### config.mk
export PLATFORM = sky130hd
export DESIGN_NAME = tbe_merge
export DESIGN_NICKNAME = d
export VERILOG_FILES = /design/src/sv/tbe_pkg.sv /design/src/sv/tbe_merge.sv
export SDC_FILE = /design/constraint.sdc
export NUM_CORES = 1
export LEC_CHECK = 0
export CAP_MARGIN = 30
export CORE_AREA = 2 2 39 41
export DETAILED_ROUTE_END_ITERATION = 10
export DIE_AREA = 0 0 41 43
export DONT_BUFFER_PORTS = 1
export SLEW_MARGIN = 20
export SYNTH_ARGS = -nofsm -noshare
export SYNTH_HDL_FRONTEND = slang
export SYNTH_SLANG_ARGS = --single-unit
export TNS_END_PERCENT = 50
### constraint.sdc
create_clock -name vclk -period 0.8
set_clock_uncertainty 0.2 [all_clocks]
set_input_delay 0.16 -clock vclk [all_inputs]
set_output_delay 0.16 -clock vclk [all_outputs]
set_load 0.01 [all_outputs]
### src/sv/tbe_pkg.sv
`timescale 1ns / 1ps
// ----------------------------------------------------------------------------
// tbe_pkg
// Shared constants and types for the triangular Bezier point evaluator.
// ----------------------------------------------------------------------------
package tbe_pkg;

  localparam int MaxDegreeDef   = 8;
  localparam int CoordCountDef  = 4;
  localparam int CoordWidthDef  = 32;
  localparam int MaxSubdivDef   = 8;
  localparam int FracBits       = 16;
  localparam int OutWidth       = 32;
  localparam int UvWidth        = 9;
  localparam int IdxWidth       = 6;

  localparam logic OpLoad = 1'b0;
  localparam logic OpEval = 1'b1;

  localparam logic [3:0] RegDegree = 4'd0;
  localparam logic [3:0] RegDepth  = 4'd1;

  // Command from the sequencer to every lane.
  typedef struct packed {
    logic cp_rd;     // read one control entry into the copy register
    logic wk_wr;     // write one scratch entry
    logic wk_blend;  // the scratch write takes the blend result, else the copy register
    logic rd;        // read two scratch entries and shift the operand window
  } lane_cmd_t;

endpackage

### src/sv/tbe_merge.sv
`timescale 1ns / 1ps
// ----------------------------------------------------------------------------
// tbe_merge
// Removes the bias from each lane result and saturates to signed Q16.16; zero when not valid.
// ----------------------------------------------------------------------------
module tbe_merge #(
  parameter int CoordWidth = 32
) (
  input  logic [CoordWidth-1:0]        root_i,
  input  logic                         valid_i,
  output logic signed [tbe_pkg::OutWidth-1:0] out_o
);

  localparam logic [CoordWidth-1:0] Bias = {1'b1, {(CoordWidth-1){1'b0}}};
  logic signed [CoordWidth:0] unb;

  assign unb = $signed({1'b0, root_i}) - $signed({1'b0, Bias});

  always_comb begin
    if (!valid_i) out_o = '0;
    else if (unb > (CoordWidth+1)'(64'sh7fffffff) && CoordWidth > 32) out_o = 32'sh7fffffff;
    else if (unb < -(CoordWidth+1)'(64'sh80000000) && CoordWidth > 32) out_o = 32'sh80000000;
    else out_o = 32'(unb);
  end

endmodule
==> key figures, run 1 <==
Run status
  • Status: finished clean

Power
  • LEAKAGE: 0.119 nW
  • Pwr/cell area: 565 nW/um^2
  • Total power: 0.150 mW
  • Worst IR drop on VDD: 0.0844 mV

Yosys
  • Gate Count Post-Synth: 35
  • Most frequent cells after synthesis: 31 x and2_1, 3 x clkbuf_2, 1 x nor2b_1
  • Most frequent cell after synthesis: and2_1
  • Avg Synthesized Cell Area: 6.15 um^2
  • Area of the mapped netlist: 215 um^2
  • Top cell type's share of synthesized area: 90.1%
  • Post-synth cell types: 3
  • Sequential share of the synthesized area: 0%
  • Top cells by area, synth: and2_1 90%, clkbuf_2 7.0%, nor2b_1 2.9%
  • Post-synth top area cell: and2_1
  • Synthesized net count: 68
  • Synth warn: 0

Placement
  • Gpl congestion: 0.588
  • Input/output buffers: 0
  • DP Area: 265 um^2
  • Placed insts: 48
  • Dpl ws: 48.7 ps

Worst hold path
  • Hold path cells: 1
  • Hold Path Class: in -> out
  • End of the worst hold path: out_o[31]
  • Critical hold path startpoint: root_i[31]

Die
  • Ports: 65
  • Full die area: 1760 um^2
  • Row count: 14
  • Die width: 41 um
  • Die Y: 43 um
  • Initial Util: 15.6%
  • Core ar.: 1380 um^2

Timing
  • Unrepaired setup endpoints after global routing: no
  • Fin crit share: 92.8%
  • WHS: 173 ps
  • Slew Viols, Final: 0
  • Fmax: 1350 MHz
  • Min cycle time layout: 742 ps
  • Fin worst setup slack: 57.7 ps
  • Worst Max-Slew Pin Slew: 240 ps
  • Final Hold Viols: 0
  • Final Setup Violations: 0
  • Worst rel slew slack: 84.0%

Routing
  • Wire per inst: 13.8 um
  • Pre-antenna DRT Iters: 1
  • Residual DRC: 0
  • Vias: 228
  • 1st-iter DRT viols: 0
  • Via density: 4.75
  • Final wirelength: 661 um
  • Final ANT Viol Nets: 0

Critical path
  • Max incr delay on CP: 220 ps
  • Startpoint types: input pin
  • Crit. End Element: output pin
  • Setup CP Type: in -> out
  • Critical-path cell list: nor2b_1
  • Buffer and inverter count on the worst path: 0
  • CP required: 440 ps
  • Max FO, Critical Path: 32
  • Critical path's slowest cell: nor2b_1
  • CP top delay family: simple AND/OR/NAND/NOR gates
  • CP arrival: 380 ps

Clocking
  • Number of hold buffers added after CTS: 0
  • Cts repair resizes: 0
  • Post-CTS Setup Inserts: 0

Final layout
  • Layout sequential cell count: 0
  • Layout overhead on the synthesized area: 23.3%
  • Ratio of cells with drive above 1 in the final layout: 56.3%
  • Finished Cell Area: 265 um^2
  • Antenna cells: 0
  • Reg area: 0 um^2
  • Final Non-Filler Cells: 48
  • Fin nets: 67
  • Clk_buf instances: 0

GRT
  • Largest net degree at the start of global routing: 33
  • Vias in the first global route: 186
  • First-pass GRT wire length: 876 um
  • Initial antenna violation count: 0
  • Grt ovf: 0
  • Tot GR Track Use: 6.49%

Flow run
  • Max-cap violations: 0
cells by family (layout without fill, tap and decap cells):
family        Yosys count  in the layout  synth area share, %
buf+inv                 3              0                 6.97
simple gates           32             32                 93.0
area by class of cell:
| class | count | area [um^2] |
|---|---|---|
| Fill cell | 160 | 1120 |
| Multi-Input combinational cell | 32 | 245 |
| Tap cell | 16 | 20.0 |
cells in the final DEF, fill, tap and decap left out:
master	n
nor2b_1	1
and2_4	18
and2_1	13
worst max-delay path by stage:
stage | from | to | slack, ps | depth (start not counted)
2_1_floorplan | valid_i | out_o[4] | -5 | 2
3_3_place_gp | valid_i | out_o[31] | 50 | 1
3_5_place_dp | valid_i | out_o[31] | 50 | 1
4_1_cts | valid_i | out_o[31] | 50 | 1
5_1_grt | valid_i | out_o[31] | 40 | 1
6_report | valid_i | out_o[31] | 60 | 1
per-layer routing:
| metal | global-route usage, % | part of all wire (%) |
|---|---|---|
| met4 | 0 | 0 |
| met5 | 0 | 0 |
| met1 | 7.91 | 30 |
| met3 | 1.57 | 18 |
| met2 | 11.6 | 51 |
per-stage QoR:
stage	util, %	TNS (ps)
4_1_cts	19.2	0
2_1_floorplan	-	-55.2
3_3_place_gp	19.2	0
5_1_grt	19.2	0
6_report	19.2	0
3_5_place_dp	19.2	0
power by group:
part	switching [mW]	internal (mW)
Clock	0	0
Combinational	0.0709	0.0791
Sequential	0	0
Total	0.0709	0.0791
Note: power is estimated with default switching activity, not from simulation.
==> run 2: changes to the inputs <==
--- a/config.mk
+++ b/config.mk
@@ -6,10 +6,13 @@
 export NUM_CORES = 1
 export LEC_CHECK = 0
 export CAP_MARGIN = 30
+export CELL_PAD_IN_SITES_DETAIL_PLACEMENT = 1
+export CELL_PAD_IN_SITES_GLOBAL_PLACEMENT = 1
 export CORE_AREA = 2 2 39 41
 export DETAILED_ROUTE_END_ITERATION = 10
 export DIE_AREA = 0 0 41 43
 export DONT_BUFFER_PORTS = 1
+export PLACE_DENSITY_LB_ADDON = 0.1
 export SLEW_MARGIN = 20
 export SYNTH_ARGS = -nofsm -noshare
 export SYNTH_HDL_FRONTEND = slang
==> run 2 against run 1 <==
Compared with the run above: core utilization unchanged; combinational power hardly changed; non-clock buffer count did not move; final area did not move; largest cell class unchanged.
==> key figures, run 2 (synthesis gave the netlist of run 1 again) <==
Routing
  • Wire per inst: 17.0 um (was 13.8 um)
  • 1st-iter DRT viols: 2 (was 0)
  • Residual DRC: 0 (unchanged)
  • Pre-antenna DRT Iters: 2 (was 1)
  • Vias: 234 (was 228)
  • Via density: 4.88 (was 4.75)
  • Final wirelength: 814 um (was 661 um)
  • Final ANT Viol Nets: 0 (unchanged)

Timing
  • Unrepaired setup endpoints after global routing: no (unchanged)
  • Final Hold Viols: 0 (unchanged)
  • Final Setup Violations: 0 (unchanged)
  • Fin crit share: 91.0% (was 92.8%)
  • Worst rel slew slack: 85.3% (was 84.0%)
  • WHS: 169 ps (was 173 ps)
  • Slew Viols, Final: 0 (unchanged)
  • Worst Max-Slew Pin Slew: 221 ps (was 240 ps)
  • Fin worst setup slack: 72.3 ps (was 57.7 ps)
  • Min cycle time layout: 728 ps (was 742 ps)
  • Fmax: 1370 MHz (was 1350 MHz)

Run status
  • Status: finished clean (unchanged)

GRT
  • Initial antenna violation count: 0 (unchanged)
  • Largest net degree at the start of global routing: 33 (unchanged)
  • Grt ovf: 0 (unchanged)
  • Tot GR Track Use: 7.09% (was 6.49%)
  • Vias in the first global route: 203 (was 186)
  • First-pass GRT wire length: 924 um (was 876 um)

Final layout
  • Layout sequential cell count: 0 (unchanged)
  • Most frequent cells in the layout: 18 x and2_4, 13 x and2_1, 1 x nor2b_1 (unchanged)
  • Most common cell after layout, fill and taps aside: and2_4 (unchanged)
  • Fin nets: 67 (unchanged)
  • Reg area: 0 um^2 (unchanged)
  • Multi-input logic area: 245 um^2 (unchanged)
  • Final Non-Filler Cells: 48 (unchanged)
  • Ratio of cells with drive above 1 in the final layout: 56.3% (unchanged)
  • Layout overhead on the synthesized area: 23.3% (unchanged)
  • Fill count: 167 (was 160)
  • Clk_buf instances: 0 (unchanged)
  • Finished Cell Area: 265 um^2 (unchanged)
  • Antenna cells: 0 (unchanged)

Power
  • Psw: 0.0739 mW (was 0.0709 mW)
  • Clk network pwr share: 0% (about the same)
  • Net Sw Frac: 48.2% (was 47.2%)
  • Total power: 0.153 mW (was 0.150 mW)
  • LEAKAGE: 0.119 nW (unchanged)
  • Share of power burned in registers: 0% (about the same)
  • Worst IR drop on VDD: 0.0859 mV (was 0.0844 mV)
  • Combinational share of power: 100.0% (about the same)
  • Pint: 0.0793 mW (was 0.0791 mW)
  • Pwr/cell area: 578 nW/um^2 (was 565 nW/um^2)

Die
  • Ports: 65 (unchanged)
  • Row count: 14 (unchanged)
  • Die Y: 43 um (unchanged)
  • Full die area: 1760 um^2 (unchanged)
  • Core ar.: 1380 um^2 (unchanged)
  • Initial Util: 15.6% (unchanged)
  • Die width: 41 um (unchanged)

Critical path
  • Critical-path cell list: nor2b_1 (unchanged)
  • Buffer and inverter count on the worst path: 0 (unchanged)
  • CP top delay family: simple AND/OR/NAND/NOR gates (unchanged)
  • Startpoint types: input pin (unchanged)
  • Critical path's slowest cell: nor2b_1 (unchanged)
  • Crit. End Element: output pin (unchanged)
  • CP required: 440 ps (about the same)
  • Max FO, Critical Path: 32 (unchanged)
  • Setup CP Type: in -> out (unchanged)
  • CP arrival: 370 ps (was 380 ps)
  • Max incr delay on CP: 210 ps (was 220 ps)

Placement
  • Input/output buffers: 0 (unchanged)
  • Gpl congestion: 0.525 (was 0.588)
  • Placed insts: 48 (unchanged)
  • DP Area: 265 um^2 (unchanged)
  • Dpl ws: 72.6 ps (was 48.7 ps)

Clocking
  • Number of hold buffers added after CTS: 0 (unchanged)
  • Post-CTS Setup Inserts: 0 (unchanged)
  • Cts repair resizes: 0 (unchanged)

Flow run
  • Max-cap violations: 0 (unchanged)

Worst hold path
  • Hold Path Class: in -> out (unchanged)
[run 2: metal layers]
layer,GRT usage [%],routed length (um)
met1,7.28,215
met2,14.7,447
met3,0.524,152
met4,0,0
met5,0,0
[run 2: area by class of cell]
type | instances | area share [%]
Multi-Input combinational cell | 32 | 92.5
Tap cell | 16 | 7.55
[run 2: metrics by stage]
stage	TNS, ps	utilization [%]
2_1_floorplan	-55.2	-
3_3_place_gp	0	19.2
3_5_place_dp	0	19.2
4_1_cts	0	19.2
5_1_grt	0	19.2
6_report	0	19.2
[run 2: path summary, 6_finish.rpt]
kind  startpoint  slack [ps]  cells past startpoint   endpoint
max      valid_i          70                      1  out_o[31]
min   root_i[31]         170                      1  out_o[31]
[run 2: power groups by stage]
stage	clock network (mW)	logic (mW)	registers, mW
after CTS	0	0.156	0
after detailed placement	0	0.156	0
after floorplan	0	0.172	0
after global routing	0	0.163	0
after global placement	0	0.158	0
final	0	0.153	0
==> run 3: changes to the inputs <==
==> constraint.sdc (replaced) <==
create_clock -name vclk -period 0.8
set_clock_uncertainty 0.2 [all_clocks]
set_input_delay 0.08 -clock vclk [all_inputs]
set_output_delay 0.08 -clock vclk [all_outputs]
set_load 0.01 [all_outputs]
==> run 3 against run 2 <==
Compared with the run above: power fell by 24%; sequential cell count unchanged; critical path type unchanged; die area unchanged; worst hold slack worse by 160 ps; critical endpoint unchanged; cell count stayed put; fmax is 28% higher; core utilization is 3.3 points lower.
==> key figures, run 3 (synthesis gave the netlist of run 1 again) <==
Final layout
  • Fin nets: 67 (unchanged)
  • Antenna cells: 0 (unchanged)
  • Fin util: 15.9% (was 19.2%)
  • Layout overhead on the synthesized area: 2.33% (was 23.3%)
  • Clk_buf instances: 0 (unchanged)
  • Finished Cell Area: 220 um^2 (was 265 um^2)
  • Final Non-Filler Cells: 48 (unchanged)
  • Most frequent cells in the layout: 31 x and2_1, 1 x nor2b_1 (was 18 x and2_4, 13 x and2_1, 1 x nor2b_1)
  • Reg area: 0 um^2 (unchanged)
  • Layout sequential cell count: 0 (unchanged)
  • Most common cell after layout, fill and taps aside: and2_1 (was and2_4)
  • Ratio of cells with drive above 1 in the final layout: 0% (was 56.3%)

Timing
  • Fin crit share: 71.1% (was 91.0%)
  • Slew Viols, Final: 0 (unchanged)
  • Worst Max-Slew Pin Slew: 222 ps (was 221 ps)
  • Unrepaired setup endpoints after global routing: no (unchanged)
  • Worst rel slew slack: 85.1% (was 85.3%)
  • Final Setup Violations: 0 (unchanged)
  • Min cycle time layout: 569 ps (was 728 ps)
  • Fmax: 1760 MHz (was 1370 MHz)
  • Post-route setup TNS: 0 ps (unchanged)
  • Final Hold Viols: 0 (unchanged)

Critical path
  • Max FO, Critical Path: 32 (unchanged)
  • Setup CP Type: in -> out (unchanged)
  • CP required: 520 ps (was 440 ps)
  • Critical path's slowest cell: nor2b_1 (unchanged)
  • CP arrival: 290 ps (was 370 ps)
  • CP top delay family: simple AND/OR/NAND/NOR gates (unchanged)
  • Critical-path cell list: nor2b_1 (unchanged)
  • Buffer and inverter count on the worst path: 0 (unchanged)
  • Startpoint types: input pin (unchanged)
  • Crit. End Element: output pin (unchanged)
  • Max incr delay on CP: 210 ps (about the same)

Clocking
  • Number of hold buffers added after CTS: 0 (unchanged)
  • Post-CTS Setup Inserts: 0 (unchanged)
  • Cts repair resizes: 0 (unchanged)

Routing
  • Wire per inst: 17.3 um (was 17.0 um)
  • 1st-iter DRT viols: 4 (was 2)
  • Residual DRC: 0 (unchanged)
  • Via density: 5.06 (was 4.88)
  • Pre-antenna DRT Iters: 4 (was 2)
  • Vias: 243 (was 234)
  • Final ANT Viol Nets: 0 (unchanged)
  • Final wirelength: 832 um (was 814 um)

Power
  • Total power: 0.117 mW (was 0.153 mW)
  • Share of power burned in registers: 0% (about the same)
  • Pwr/cell area: 530 nW/um^2 (was 578 nW/um^2)
  • Net Sw Frac: 63.5% (was 48.2%)
  • LEAKAGE: 0.0848 nW (was 0.119 nW)
  • Pint: 0.0425 mW (was 0.0793 mW)
  • Worst IR drop on VDD: 0.0621 mV (was 0.0859 mV)
  • Combinational share of power: 100.0% (about the same)
  • Clk network pwr share: 0% (about the same)
  • Psw: 0.0741 mW (was 0.0739 mW)

Placement
  • DP Area: 220 um^2 (was 265 um^2)
  • Gpl congestion: 0.605 (was 0.525)
  • Input/output buffers: 0 (unchanged)
  • Placed insts: 48 (unchanged)

Worst hold path
  • Hold Path Class: in -> out (unchanged)

Die
  • Full die area: 1760 um^2 (unchanged)
  • Die width: 41 um (unchanged)
  • Ports: 65 (unchanged)
  • Initial Util: 15.6% (unchanged)
  • Die Y: 43 um (unchanged)
  • Core ar.: 1380 um^2 (unchanged)
  • Row count: 14 (unchanged)

GRT
  • Initial antenna violation count: 0 (unchanged)
  • First-pass GRT wire length: 945 um (was 924 um)
  • Grt ovf: 0 (unchanged)
  • Vias in the first global route: 211 (was 203)
  • Tot GR Track Use: 7.89% (was 7.09%)
  • Largest net degree at the start of global routing: 33 (unchanged)

Run status
  • Status: finished clean (unchanged)

Flow run
  • Max-cap violations: 0 (unchanged)
-- run 3: cell counts in the layout (fill, tap and decap cells not counted) --
No cell type changed its count.
-- run 3: final cells by class --
cell class | count | area (um^2)
tap | 16 | 20.0
multi-input combinational | 32 | 200
fill | 170 | 1160
-- run 3: metrics by stage --
step	hold WS [ps]	setup slack, ps
5_1_grt	12.5	218
4_1_cts	9.72	229
3_5_place_dp	9.01	232
2_1_floorplan	6.41	143
6_report	9.29	231
3_3_place_gp	11.6	221
-- run 3: worst paths after layout --
path                   start         to  slack [ps]  depth (start not counted)
setup / recovery     valid_i  out_o[31]         230                          1
hold / removal    root_i[31]  out_o[31]           9                          1
-- run 3: power by group through the flow --
| stage | combinational, mW | sequential, mW | clock, mW |
|---|---|---|---|
| finish | 0.117 | 0 | 0 |
| global route | 0.128 | 0 | 0 |
| CTS | 0.118 | 0 | 0 |
| detailed placement | 0.118 | 0 | 0 |
| global placement | 0.122 | 0 | 0 |
| floorplan | 0.121 | 0 | 0 |
-- run 3: routing by layer --
metal  global-route usage [%]  vias to the layer above  share of wire (%)
met3                     2.09                        0                 19
li1                         -                       96                  -
met5                        0                        -                  0
met2                     19.1                       47                 59
met1                     4.43                      100                 22
met4                        0                        0                  0
